### config.mk
export PLATFORM = sky130hd
export DESIGN_NAME = spoly_ram
export DESIGN_NICKNAME = d
export VERILOG_FILES = /design/src/sv/spoly_ram.sv
export SDC_FILE = /design/constraint.sdc
export NUM_CORES = 1
export LEC_CHECK = 0
export BUFFER_PORTS_ARGS = -buffer_cell sky130_fd_sc_hd__buf_2
export CAP_MARGIN = 10
export CORE_ASPECT_RATIO = 1.4
export CORE_MARGIN = 1
export CORE_UTILIZATION = 40
export CTS_CLUSTER_SIZE = 24
export DETAILED_ROUTE_END_ITERATION = 10
export PLACE_DENSITY = 0.54
export REMOVE_ABC_BUFFERS = 1
export SETUP_SLACK_MARGIN = 0.4
export SKIP_CTS_REPAIR_TIMING = 1
export SLEW_MARGIN = 20
export SYNTH_ARGS = -nofsm -noshare
export SYNTH_HDL_FRONTEND = slang
export SYNTH_SLANG_ARGS = --single-unit
### constraint.sdc
create_clock -name clk -period 1.8 [get_ports clk]
set_input_delay 0.09 -clock clk [delete_from_list [all_inputs] [get_ports clk]]
set_output_delay 0.09 -clock clk [all_outputs]
set_load 0.05 [all_outputs]
### src/sv/spoly_ram.sv
// Generic single-write, single-read synchronous RAM with registered read data.
// No dependencies.
module spoly_ram #(
  parameter int WIDTH = 8,
  parameter int DEPTH = 8
) (
  input  logic                                     clk,
  input  logic                                     we,
  input  logic [((DEPTH > 1) ? $clog2(DEPTH) : 1)-1:0] waddr,
  input  logic [WIDTH-1:0]                         wdata,
  input  logic [((DEPTH > 1) ? $clog2(DEPTH) : 1)-1:0] raddr,
  output logic [WIDTH-1:0]                         rdata
);

  logic [WIDTH-1:0] mem [DEPTH];

  always_ff @(posedge clk) begin
    if (we) begin
      mem[waddr] <= wdata;
    end
    rdata <= mem[raddr];
  end

endmodule

# After elaboration in Yosys (flattened, before gate mapping)
# Memories as Yosys holds them, arrays and structs flattened. A register that Yosys moved wholly into a read port is not among the register bits.
# Cells that the tools add are included.
[word_totals] reg_bits=0 latch_bits=0 ramBits=64 rom_bits=0 in_bits=16 output_inout_bits=8 word_cells=3 mem_count=1
[op_classes] addsub=0 multipliers=0 div_mod_pow=0 n_lt_le_gt_ge=0 n_eq_ne=0 shifts=0 n_mux=2 n_bitwise=0 reduce_logical=0
[mem_list] memory="mem" depth=8 word_bits=8 rd=1 rd_ports_with_merged_regs=1 write_ports=1 line_no="15" rtl="logic [WIDTH-1:0] mem [DEPTH];"
[op_table] op="1-bit two-way mux" count=2

# Depth between registers and ports, before layout
# Gate-level depths: netlist of the first run.
[depth] depth_word=2 depth_mapped=4 depth_no_buf=2

# Least setup slack after synthesis of the first run
# Ideal clock, no wire load.
[synth_path] path_type="input to register" start="input waddr[2] (netlist bit)" end="memory mem[0][0], enable pin" setup_time_ns=0.383 arrival_ns=0.867 required_ns=1.417 setup_slack_ns=0.549 cell_stages=2 path_buffers=0 path_cell_list="nand2b_1 nor3_1"
[synth_lines] item="start: declaration" line_no="9" rtl="input logic [((DEPTH > 1) ? $clog2(DEPTH) : 1)-1:0] waddr,"
[synth_lines] item="end: declaration" line_no="15"
# No word-level cell before the write port.

==> flow_results.xml, run 1 <==
<?xml version="1.0" encoding="UTF-8"?>
<metrics>
  <group name="setup_path">
    <metric name="timing.critical_path.slowest_cell_delay" unit="ns">0.52</metric>
    <metric name="worst-r2r-setup-slack" unit="ns">0.54</metric>
    <metric name="crit-reg2reg-launch" unit="">mem[3][4]$_DFFE_PP_</metric>
    <metric name="critical_path.n_buffers_inverters" unit="">0</metric>
    <metric name="crit_path_end_kind" unit="">register</metric>
    <metric name="ff2ff_path_depth" unit="">2</metric>
    <metric name="worst-setup-path-type" unit="">register to register</metric>
    <metric name="worst-path-max-fanout" unit="">1</metric>
    <metric name="crit_chain" unit="">mux4_1 -&gt; mux2_2</metric>
    <metric name="setup.worst_path.start" unit="">mem[3][4]$_DFFE_PP_</metric>
    <metric name="worst_r2r_endpoint" unit="">rdata[4]$_DFF_P_</metric>
    <metric name="signal_arrival_time_at_the_worst_endpoint" unit="ns">1.48</metric>
    <metric name="setup.worst_path.start_class" unit="">register</metric>
    <metric name="critical_path.slowest_cell" unit="">sky130_fd_sc_hd__mux4_1</metric>
    <metric name="worst-endpoint-required" unit="ns">2.03</metric>
    <metric name="crit_family" unit="">multiplexers</metric>
  </group>
  <group name="hold_path">
    <metric name="hold_depth" unit="">1</metric>
    <metric name="min_from" unit="">wdata[4]</metric>
    <metric name="hold_path_end" unit="">mem[2][4]$_DFFE_PP_</metric>
    <metric name="worstHoldPathType" unit="">input port to register</metric>
  </group>
  <group name="flow_run">
    <metric name="max_cap_viol_count" unit="">0</metric>
  </group>
  <group name="global_route">
    <metric name="grt_remaining_overflow" unit="">0</metric>
    <metric name="grt_pass1_wl" unit="µm">6789</metric>
    <metric name="first_global_vias" unit="">1230</metric>
    <metric name="grt_antenna_before_repair" unit="">0</metric>
    <metric name="grt_usage" unit="%">14.42</metric>
    <metric name="largest_net_degree_at_the_start_of_global_routing" unit="">17</metric>
  </group>
  <group name="route">
    <metric name="initial_drc_count" unit="">126</metric>
    <metric name="drtPass1Iterations" unit="">7</metric>
    <metric name="finalWirelength" unit="µm">4531</metric>
    <metric name="postRouteAntennaNets" unit="">0</metric>
    <metric name="avgRoutedWirePerCell" unit="µm">19.61</metric>
    <metric name="avgViaCountPerCell" unit="">5.320</metric>
    <metric name="detail_route.drc_violations" unit="">3</metric>
    <metric name="vias" unit="">1229</metric>
  </group>
  <group name="die">
    <metric name="core_area" unit="µm²">6525</metric>
    <metric name="chipHeight" unit="µm">99.06</metric>
    <metric name="num_rows" unit="">35</metric>
    <metric name="area_of_the_die" unit="µm²">7065</metric>
    <metric name="design.portCount" unit="">24</metric>
    <metric name="start_util" unit="%">41.25</metric>
    <metric name="chipWidth" unit="µm">71.33</metric>
  </group>
  <group name="place">
    <metric name="buffer_ports.inserted" unit="">23</metric>
    <metric name="place.detailed.instances" unit="">215</metric>
    <metric name="final_gp_congestion" unit="">0.6624</metric>
  </group>
  <group name="synthesis">
    <metric name="synth_top_area_share" unit="%">71.41</metric>
    <metric name="yosys_register_bits" unit="">72</metric>
    <metric name="syn_inst" unit="">114</metric>
    <metric name="yosys-mux-area-fraction" unit="%">18.83</metric>
    <metric name="post_synth_num_cell_types" unit="">14</metric>
    <metric name="number_of_enable_type_register_cells_in_the_synthesized_netlist" unit="">64</metric>
    <metric name="synth.yosys.seq_area_share" unit="%">77.36</metric>
    <metric name="synth_top_family_by_area" unit="">multiplexers</metric>
    <metric name="synth-async-reset-ratio" unit="%">0</metric>
    <metric name="yosys.area_share.simple" unit="%">2.185</metric>
    <metric name="yosys_warnings" unit="">0</metric>
    <metric name="synth_most_common_cell" unit="">sky130_fd_sc_hd__edfxtp_1</metric>
    <metric name="synth-xor-area-share" unit="%">0</metric>
    <metric name="synth_compound_gate_area_share" unit="%">0</metric>
    <metric name="post_synth_fa_ha_maj_area_fraction" unit="%">0</metric>
    <metric name="netlist_top_cells_count" unit="">sky130_fd_sc_hd__edfxtp_1, sky130_fd_sc_hd__mux4_1, sky130_fd_sc_hd__dfxtp_1, sky130_fd_sc_hd__mux2_2, sky130_fd_sc_hd__nor2_1</metric>
    <metric name="synth_area" unit="µm²">2691</metric>
    <metric name="synth_largest_area_cell" unit="">sky130_fd_sc_hd__edfxtp_1</metric>
    <metric name="synth_area_leaders" unit="">sky130_fd_sc_hd__edfxtp_1, sky130_fd_sc_hd__mux4_1, sky130_fd_sc_hd__dfxtp_1</metric>
    <metric name="ys_dominant_reg_cell" unit="">sky130_fd_sc_hd__edfxtp_1</metric>
    <metric name="post_synth.cell_area_avg" unit="µm²">23.61</metric>
  </group>
  <group name="power_and_ir_drop">
    <metric name="cellLeakagePower" unit="µW">0.001097</metric>
    <metric name="power.combinational.fraction" unit="%">7.6</metric>
    <metric name="sw_frac_of_total" unit="%">21.41</metric>
    <metric name="power_density" unit="nW/µm²">1047</metric>
    <metric name="p_sw" unit="µW">696.6</metric>
    <metric name="p_int" unit="µW">2557</metric>
    <metric name="vdd_drop_max" unit="µV">476.6</metric>
    <metric name="power_frac_seq" unit="%">58.4</metric>
    <metric name="share_clk_of_total_power" unit="%">34.0</metric>
  </group>
  <group name="sta">
    <metric name="transition_at_the_pin_with_the_smallest_max_transition_slack" unit="ns">0.3796</metric>
    <metric name="finalSetupTns" unit="ns">0</metric>
    <metric name="finalWorstPathRequiredPeriod" unit="ns">1.260</metric>
    <metric name="unrepaired_setup_endpoints_after_global_routing" unit="">false</metric>
    <metric name="worst_slew_margin_rel" unit="%">74.69</metric>
    <metric name="worst_hold_slack" unit="ns">0.02491</metric>
    <metric name="max_freq" unit="MHz">793.9</metric>
    <metric name="maxSlewViolCount" unit="">0</metric>
    <metric name="hold_violations" unit="">0</metric>
    <metric name="final.period_utilization" unit="%">69.98</metric>
    <metric name="setup_viol_count_final" unit="">0</metric>
    <metric name="clock_skews" unit="ns">0.004753</metric>
  </group>
  <group name="status">
    <metric name="run_status" unit="">complete, but fails checks</metric>
    <metric name="failed_checks" unit="">design-rule violations</metric>
  </group>
  <group name="finish">
    <metric name="area_delta_synth_final" unit="%">15.43</metric>
    <metric name="drive_gt1_share" unit="%">33.76</metric>
    <metric name="antenna_cells" unit="">0</metric>
    <metric name="finish.net_count" unit="">168</metric>
    <metric name="layoutNonFillerInstCount" unit="">231</metric>
  </group>
  <group name="cts">
    <metric name="root_buffer_selected_by_cts" unit="">sky130_fd_sc_hd__clkbuf_8</metric>
    <metric name="clk_pin_slew" unit="ns">0.07</metric>
    <metric name="htreeDepth" unit="">3</metric>
    <metric name="tritoncts" unit="">done</metric>
    <metric name="sinks_on_clock_net" unit="">72</metric>
    <metric name="clock_latency" unit="ns">0.33</metric>
    <metric name="cts_buf_count" unit="">9</metric>
    <metric name="deepest_clock_path_buffer_count" unit="">2</metric>
  </group>
</metrics>
==> per-layer routing <==
metal	global-route usage (%)	vias up	wire, µm
met5	0	-	0
met4	10.92	0	146
met3	2.454	13	175
met2	22.71	33	2321
met1	17.65	626	1887
li1	-	557	-
==> worst max path at each step <==
stage | cells after the start | slack [ns] | to
2_1_floorplan | 2 | 0.55 | mem[0][0]$_DFFE_PP_
3_3_place_gp | 4 | 0.47 | rdata[4]$_DFF_P_
3_5_place_dp | 4 | 0.47 | rdata[4]$_DFF_P_
4_1_cts | 2 | 0.54 | rdata[4]$_DFF_P_
5_1_grt | 2 | 0.50 | rdata[5]$_DFF_P_
6_report | 2 | 0.54 | rdata[4]$_DFF_P_
==> cells in the final DEF (no fill, tap or decap) <==
cell type	Yosys	final
sky130_fd_sc_hd__mux2_2	8	8
sky130_fd_sc_hd__buf_4	0	8
sky130_fd_sc_hd__clkinv_2	0	1
sky130_fd_sc_hd__nor2_1	6	6
sky130_fd_sc_hd__nor3_1	2	2
sky130_fd_sc_hd__dfxtp_1	8	8
sky130_fd_sc_hd__nand2_1	2	2
sky130_fd_sc_hd__nand2b_1	3	3
sky130_fd_sc_hd__clkbuf_1	1	4
sky130_fd_sc_hd__mux4_1	15	15
sky130_fd_sc_hd__buf_2	1	23
sky130_fd_sc_hd__mux4_2	1	1
sky130_fd_sc_hd__clkbuf_8	0	11
sky130_fd_sc_hd__buf_12	1	1
sky130_fd_sc_hd__edfxtp_1	64	64
==> logic make-up after synthesis <==
group / count (synthesis)
DFF: 72
muxes: 24
and+or+nand+nor: 13
buffers and inverters: 5
==> state kept, by name, indices dropped and copies added, names as in the netlist <==
register / count
mem: 64
rdata: 8
==> per-stage QoR <==
| stage | area, µm² | power [µW] | worst slack [ns] | utilization (%) |
|---|---|---|---|---|
| detailed placement | 2935 | 2190 | 0.4703 | 44.99 |
| global route | 3107 | 3386 | 0.4987 | 47.61 |
| CTS | 3107 | 3289 | 0.5369 | 47.61 |
| floorplan | 2648 | 2083 | 0.5495 | - |
| global placement | 2935 | 2181 | 0.4741 | 44.99 |
| finish | 3107 | 3254 | 0.5404 | 47.61 |
==> area by class of cell <==
cell class              instances  area (µm²)
flip-flops and latches         72        2082
well taps                      74       92.59
clock inverters                 1       5.005
multi-input cells              37       565.5
fillers                       561        3418
clock buffers                  15       166.4
repair buffers                 32       195.2
==> power by group through the flow <==
stage / Combinational [µW] / Sequential (µW) / Clock, µW
after floorplan: 80.3 / 2000 / 0
after global placement: 247 / 1930 / 0
after detailed placement: 252 / 1940 / 0
after CTS: 252 / 1900 / 1140
after global routing: 265 / 1900 / 1220
final: 249 / 1900 / 1110
Note: power is estimated with default switching activity, not from simulation.
==> run 2: changes to the inputs <==
- clock period: 1.8 -> 1.3 ns (I/O delays scaled with it)
==> run 2 against run 1 <==
Against the previous run: the run ends with design-rule violations, negative hold slack left; count of clock-buffer cells in the layout is 2 lower; non-clock buffer count is 4 higher; final cell count is 1.7% higher; wire length is 2.4% higher; sequential cell count stayed put; via count is 0.24% higher; register-to-register slack worse by 0.48 ns; first-iteration DRC count is 40% lower; global-route usage hardly changed; power is 37% higher; largest power group unchanged.
==> flow_results.xml, run 2 (same netlist as run 1, synthesis figures left out) <==
<?xml version="1.0" encoding="UTF-8"?>
<metrics>
  <group name="status">
    <metric name="run_status" unit="">complete, but fails checks</metric>
    <metric name="failed_checks" unit="">design-rule violations, negative hold slack</metric>
  </group>
  <group name="cts">
    <metric name="sinks_on_clock_net" unit="">72</metric>
    <metric name="cts_buf_count" unit="">9</metric>
    <metric name="deepest_clock_path_buffer_count" unit="">2</metric>
    <metric name="clock_latency" unit="ns">0.34</metric>
    <metric name="htreeDepth" unit="">3</metric>
    <metric name="clk_pin_slew" unit="ns">0.07</metric>
    <metric name="root_buffer_selected_by_cts" unit="">sky130_fd_sc_hd__clkbuf_8</metric>
    <metric name="tritoncts" unit="">done</metric>
  </group>
  <group name="setup_path">
    <metric name="worst-setup-path-type" unit="">register to register</metric>
    <metric name="crit_chain" unit="">mux4_2 -&gt; mux2_4</metric>
    <metric name="worst-r2r-setup-slack" unit="ns">0.06</metric>
    <metric name="signal_arrival_time_at_the_worst_endpoint" unit="ns">1.46</metric>
    <metric name="worst-endpoint-required" unit="ns">1.53</metric>
    <metric name="critical_path.n_buffers_inverters" unit="">0</metric>
    <metric name="critical_path.slowest_cell" unit="">sky130_fd_sc_hd__mux4_2</metric>
    <metric name="crit_family" unit="">multiplexers</metric>
    <metric name="worst-path-max-fanout" unit="">1</metric>
    <metric name="crit_path_end_kind" unit="">register</metric>
    <metric name="timing.critical_path.slowest_cell_delay" unit="ns">0.48</metric>
    <metric name="setup.worst_path.start_class" unit="">register</metric>
  </group>
  <group name="route">
    <metric name="vias" unit="">1232</metric>
    <metric name="finalWirelength" unit="µm">4638</metric>
    <metric name="avgRoutedWirePerCell" unit="µm">19.74</metric>
    <metric name="postRouteAntennaNets" unit="">0</metric>
    <metric name="avgViaCountPerCell" unit="">5.243</metric>
    <metric name="drtPass1Iterations" unit="">7</metric>
    <metric name="initial_drc_count" unit="">76</metric>
    <metric name="detail_route.drc_violations" unit="">3</metric>
  </group>
  <group name="place">
    <metric name="final_gp_congestion" unit="">0.6703</metric>
    <metric name="place.detailed.hpwl" unit="µm">2671</metric>
    <metric name="buffer_ports.inserted" unit="">23</metric>
    <metric name="dp_worst_setup_slack" unit="ns">-0.01121</metric>
  </group>
  <group name="sta">
    <metric name="clock_skews" unit="ns">0.008594</metric>
    <metric name="setup_ws" unit="ns">0.06374</metric>
    <metric name="transition_at_the_pin_with_the_smallest_max_transition_slack" unit="ns">0.4147</metric>
    <metric name="final.period_utilization" unit="%">95.10</metric>
    <metric name="unrepaired_setup_endpoints_after_global_routing" unit="">true</metric>
    <metric name="hold_violations" unit="">13</metric>
    <metric name="worst_hold_slack" unit="ns">-0.005975</metric>
    <metric name="worst_slew_margin_rel" unit="%">72.36</metric>
    <metric name="setup_viol_count_final" unit="">0</metric>
    <metric name="max_freq" unit="MHz">808.9</metric>
    <metric name="finalWorstPathRequiredPeriod" unit="ns">1.236</metric>
    <metric name="maxSlewViolCount" unit="">0</metric>
  </group>
  <group name="flow_run">
    <metric name="max_cap_viol_count" unit="">0</metric>
  </group>
  <group name="die">
    <metric name="chipWidth" unit="µm">71.33</metric>
    <metric name="design.portCount" unit="">24</metric>
    <metric name="start_util" unit="%">41.25</metric>
    <metric name="num_rows" unit="">35</metric>
    <metric name="chipHeight" unit="µm">99.06</metric>
    <metric name="core_area" unit="µm²">6525</metric>
    <metric name="area_of_the_die" unit="µm²">7065</metric>
  </group>
  <group name="power_and_ir_drop">
    <metric name="vdd_drop_max" unit="µV">662.4</metric>
    <metric name="cellLeakagePower" unit="µW">0.001068</metric>
    <metric name="power_density" unit="nW/µm²">1428</metric>
    <metric name="total_power" unit="µW">4474</metric>
  </group>
  <group name="global_route">
    <metric name="grt_pass1_wl" unit="µm">6927</metric>
    <metric name="grt_antenna_before_repair" unit="">0</metric>
    <metric name="largest_net_degree_at_the_start_of_global_routing" unit="">17</metric>
    <metric name="first_global_vias" unit="">1273</metric>
    <metric name="grt_usage" unit="%">14.45</metric>
    <metric name="grt_remaining_overflow" unit="">0</metric>
  </group>
  <group name="finish">
    <metric name="registers.top_by_ff_count" unit="">mem</metric>
    <metric name="layout_common_cells" unit="">sky130_fd_sc_hd__edfxtp_1, sky130_fd_sc_hd__mux4_2, sky130_fd_sc_hd__buf_2</metric>
    <metric name="antenna_cells" unit="">0</metric>
    <metric name="drive_gt1_share" unit="%">43.48</metric>
    <metric name="finish.net_count" unit="">172</metric>
    <metric name="layout_top_registers" unit="">mem: 64 flops, rdata: 8 flops</metric>
    <metric name="area_delta_synth_final" unit="%">16.41</metric>
    <metric name="final.fill_count" unit="">581</metric>
    <metric name="number_of_flip_flops_in_the_largest_register" unit="">64</metric>
    <metric name="most_common_cell_after_layout_fill_and_taps_aside" unit="">sky130_fd_sc_hd__edfxtp_1</metric>
  </group>
  <group name="hold_path">
    <metric name="worstHoldPathType" unit="">input port to register</metric>
  </group>
</metrics>
-- run 2: worst register-to-register path: stages (launching register included) --
cell                       delay (ns)
sky130_fd_sc_hd__edfxtp_1        0.38
sky130_fd_sc_hd__mux4_2          0.48
sky130_fd_sc_hd__mux2_4          0.27
-- run 2: metal layers --
metal	wire [µm]	part of all wire (%)	vias to the layer above	global-route usage [%]
met2	2249	48	27	22.42
met3	172	3.7	12	2.863
met4	126	2.7	0	9.692
met5	0	0	-	0
li1	-	-	548	-
met1	2090	45	645	18.29
-- run 2: worst paths after layout --
path,from,end,cells after the start
hold reg to reg,mem[4][0]$_DFFE_PP_,rdata[0]$_DFF_P_,2
setup reg to reg,mem[7][3]$_DFFE_PP_,rdata[3]$_DFF_P_,2
setup / recovery,mem[7][3]$_DFFE_PP_,rdata[3]$_DFF_P_,2
hold / removal,wdata[3],mem[2][3]$_DFFE_PP_,1
-- run 2: through the flow --
| stage | TNS (ns) | instance area, µm² | cells | util [%] |
|---|---|---|---|---|
| 2_1_floorplan | 0 | 2648 | 109 | - |
| 6_report | 0 | 3133 | 235 | 48.02 |
| 5_1_grt | 0 | 3133 | 235 | 48.02 |
| 3_5_place_dp | -0.03339 | 2935 | 215 | 44.99 |
| 3_3_place_gp | -0.005148 | 2935 | 215 | 44.99 |
| 4_1_cts | 0 | 3088 | 231 | 47.33 |
-- run 2: final cells by class --
class	instances	area [µm²]	share of cell area [%]
flip-flops and latches	72	2086	66.57
multi-input cells	37	516.7	16.49
repair buffers	36	285.3	9.105
clock buffers	13	138.9	4.433
well taps	74	92.59	2.955
clock inverters	3	13.76	0.4393
-- run 2: power by group --
| group | switching [µW] | total [µW] | leakage, µW | internal [µW] |
|---|---|---|---|---|
| registers | 28.4 | 2640 | 0.000649 | 2610 |
| logic | 218 | 399 | 0.000340 | 181 |
| clock network | 749 | 1430 | 0.0000788 | 683 |
==> run 3: changes to the inputs <==
- clock period: 1.3 -> 1.4 ns (I/O delays scaled with it)
==> run 3 against run 2 <==
Against the previous run: sequential power down 7%; count of clock-buffer cells in the layout unchanged; the run ends with design-rule violations left; sequential share of layout area up 1.3 points; die area unchanged; power down 8.1%; clock power down 7%; worst hold slack better by 0.0072 ns.
==> flow_results.xml, run 3 (same netlist as run 1, synthesis figures left out) <==
<?xml version="1.0" encoding="UTF-8"?>
<metrics>
  <group name="cts">
    <metric name="root_buffer_selected_by_cts" unit="">sky130_fd_sc_hd__clkbuf_8</metric>
    <metric name="tritoncts" unit="">done</metric>
    <metric name="sinks_on_clock_net" unit="">72</metric>
    <metric name="cts_buf_count" unit="">9</metric>
    <metric name="htreeDepth" unit="">3</metric>
    <metric name="clk_pin_slew" unit="ns">0.07</metric>
    <metric name="clock_latency" unit="ns">0.34</metric>
    <metric name="deepest_clock_path_buffer_count" unit="">2</metric>
  </group>
  <group name="setup_path">
    <metric name="timing.critical_path.slowest_cell_delay" unit="ns">0.48</metric>
    <metric name="crit_chain" unit="">mux4_2 -&gt; mux2_4</metric>
    <metric name="setup.worst_path.start_class" unit="">register</metric>
    <metric name="critical_path.n_buffers_inverters" unit="">0</metric>
    <metric name="worst-endpoint-required" unit="ns">1.63</metric>
    <metric name="worst-path-max-fanout" unit="">1</metric>
    <metric name="worst-setup-path-type" unit="">register to register</metric>
    <metric name="crit-reg2reg-launch" unit="">mem[7][3]$_DFFE_PP_</metric>
    <metric name="crit_family" unit="">multiplexers</metric>
    <metric name="setup.worst_path.start" unit="">mem[7][3]$_DFFE_PP_</metric>
    <metric name="critical_path.slowest_cell" unit="">sky130_fd_sc_hd__mux4_2</metric>
    <metric name="signal_arrival_time_at_the_worst_endpoint" unit="ns">1.46</metric>
    <metric name="crit_path_end_kind" unit="">register</metric>
  </group>
  <group name="power_and_ir_drop">
    <metric name="cellLeakagePower" unit="µW">0.001045</metric>
    <metric name="vdd_drop_max" unit="µV">614.6</metric>
    <metric name="power_density" unit="nW/µm²">1341</metric>
  </group>
  <group name="place">
    <metric name="place.detailed.hpwl" unit="µm">2671</metric>
    <metric name="final_gp_congestion" unit="">0.6703</metric>
    <metric name="dp_worst_setup_slack" unit="ns">0.08379</metric>
    <metric name="buffer_ports.inserted" unit="">23</metric>
  </group>
  <group name="die">
    <metric name="design.portCount" unit="">24</metric>
    <metric name="chipWidth" unit="µm">71.33</metric>
    <metric name="core_area" unit="µm²">6525</metric>
    <metric name="start_util" unit="%">41.25</metric>
    <metric name="chipHeight" unit="µm">99.06</metric>
    <metric name="num_rows" unit="">35</metric>
    <metric name="area_of_the_die" unit="µm²">7065</metric>
  </group>
  <group name="global_route">
    <metric name="grt_usage" unit="%">14.45</metric>
    <metric name="grt_antenna_before_repair" unit="">0</metric>
    <metric name="first_global_vias" unit="">1273</metric>
    <metric name="grt_pass1_wl" unit="µm">6927</metric>
    <metric name="grt_remaining_overflow" unit="">0</metric>
    <metric name="largest_net_degree_at_the_start_of_global_routing" unit="">17</metric>
  </group>
  <group name="status">
    <metric name="failed_checks" unit="">design-rule violations</metric>
    <metric name="run_status" unit="">complete, but fails checks</metric>
  </group>
  <group name="sta">
    <metric name="final.period_utilization" unit="%">87.87</metric>
    <metric name="finalWorstPathRequiredPeriod" unit="ns">1.230</metric>
    <metric name="setup_viol_count_final" unit="">0</metric>
    <metric name="clock_skews" unit="ns">0.008911</metric>
    <metric name="transition_at_the_pin_with_the_smallest_max_transition_slack" unit="ns">0.4152</metric>
    <metric name="max_freq" unit="MHz">812.9</metric>
    <metric name="maxSlewViolCount" unit="">0</metric>
    <metric name="unrepaired_setup_endpoints_after_global_routing" unit="">true</metric>
    <metric name="setup_ws" unit="ns">0.1698</metric>
    <metric name="hold_violations" unit="">0</metric>
    <metric name="finalSetupTns" unit="ns">0</metric>
    <metric name="worst_slew_margin_rel" unit="%">72.32</metric>
  </group>
  <group name="flow_run">
    <metric name="max_cap_viol_count" unit="">0</metric>
  </group>
  <group name="route">
    <metric name="detail_route.drc_violations" unit="">3</metric>
    <metric name="postRouteAntennaNets" unit="">0</metric>
    <metric name="vias" unit="">1220</metric>
    <metric name="drtPass1Iterations" unit="">7</metric>
    <metric name="initial_drc_count" unit="">101</metric>
    <metric name="finalWirelength" unit="µm">4603</metric>
    <metric name="avgViaCountPerCell" unit="">5.236</metric>
    <metric name="avgRoutedWirePerCell" unit="µm">19.76</metric>
  </group>
  <group name="finish">
    <metric name="area_delta_synth_final" unit="%">13.95</metric>
    <metric name="registers.top_by_ff_count" unit="">mem</metric>
    <metric name="finish.net_count" unit="">170</metric>
    <metric name="antenna_cells" unit="">0</metric>
    <metric name="most_common_cell_after_layout_fill_and_taps_aside" unit="">sky130_fd_sc_hd__edfxtp_1</metric>
    <metric name="layout_top_registers" unit="">mem: 64 flops, rdata: 8 flops</metric>
    <metric name="layout_common_cells" unit="">sky130_fd_sc_hd__edfxtp_1, sky130_fd_sc_hd__buf_2, sky130_fd_sc_hd__mux4_2</metric>
    <metric name="drive_gt1_share" unit="%">42.14</metric>
    <metric name="number_of_flip_flops_in_the_largest_register" unit="">64</metric>
  </group>
  <group name="hold_path">
    <metric name="min_from" unit="">wdata[3]</metric>
    <metric name="worstHoldPathType" unit="">input port to register</metric>
  </group>
</metrics>
run 3: through the flow:
stage                     util (%)  instance area (µm²)  hold slack [ns]  total power (µW)  std cells
after floorplan                  -                 2648           0.1689              2679        109
after global placement       44.99                 2935           0.3221              2804        215
after detailed placement     44.99                 2935           0.3398              2815        215
after CTS                    47.33                 3088         -0.01794              4132        231
after global routing         47.00                 3067         0.001159              4278        233
final                        47.00                 3067         0.001250              4113        233
run 3: path summary, 6_finish.rpt:
path | to | slack (ns) | cells after the start
max | rdata[3]$_DFF_P_ | 0.17 | 2
min | mem[2][3]$_DFFE_PP_ | 0.001 | 1
max reg2reg | rdata[3]$_DFF_P_ | 0.17 | 2
min reg2reg | rdata[0]$_DFF_P_ | 0.69 | 2
run 3: final cells by class:
class / instances / area [µm²]
clock buffers: 13 / 138.9
flip-flops and latches: 72 / 2082
repair buffers: 34 / 222.7
clock inverters: 3 / 13.76
well taps: 74 / 92.59
fillers: 583 / 3458
multi-input cells: 37 / 516.7
run 3: per-layer routing:
layer / global-route usage, % / up-vias / part of all wire (%)
met5: 0 / - / 0
met1: 18.29 / 639 / 46
li1: - / 544 / -
met3: 2.863 / 12 / 3.0
met4: 9.692 / 0 / 2.7
met2: 22.42 / 25 / 48
run 3: power by group:
part           leakage [µW]  switching (µW)  internal [µW]
Clock             0.0000788             693            634
Combinational      0.000317             202            139
Sequential         0.000649            20.8           2420
Total               0.00104             915           3200
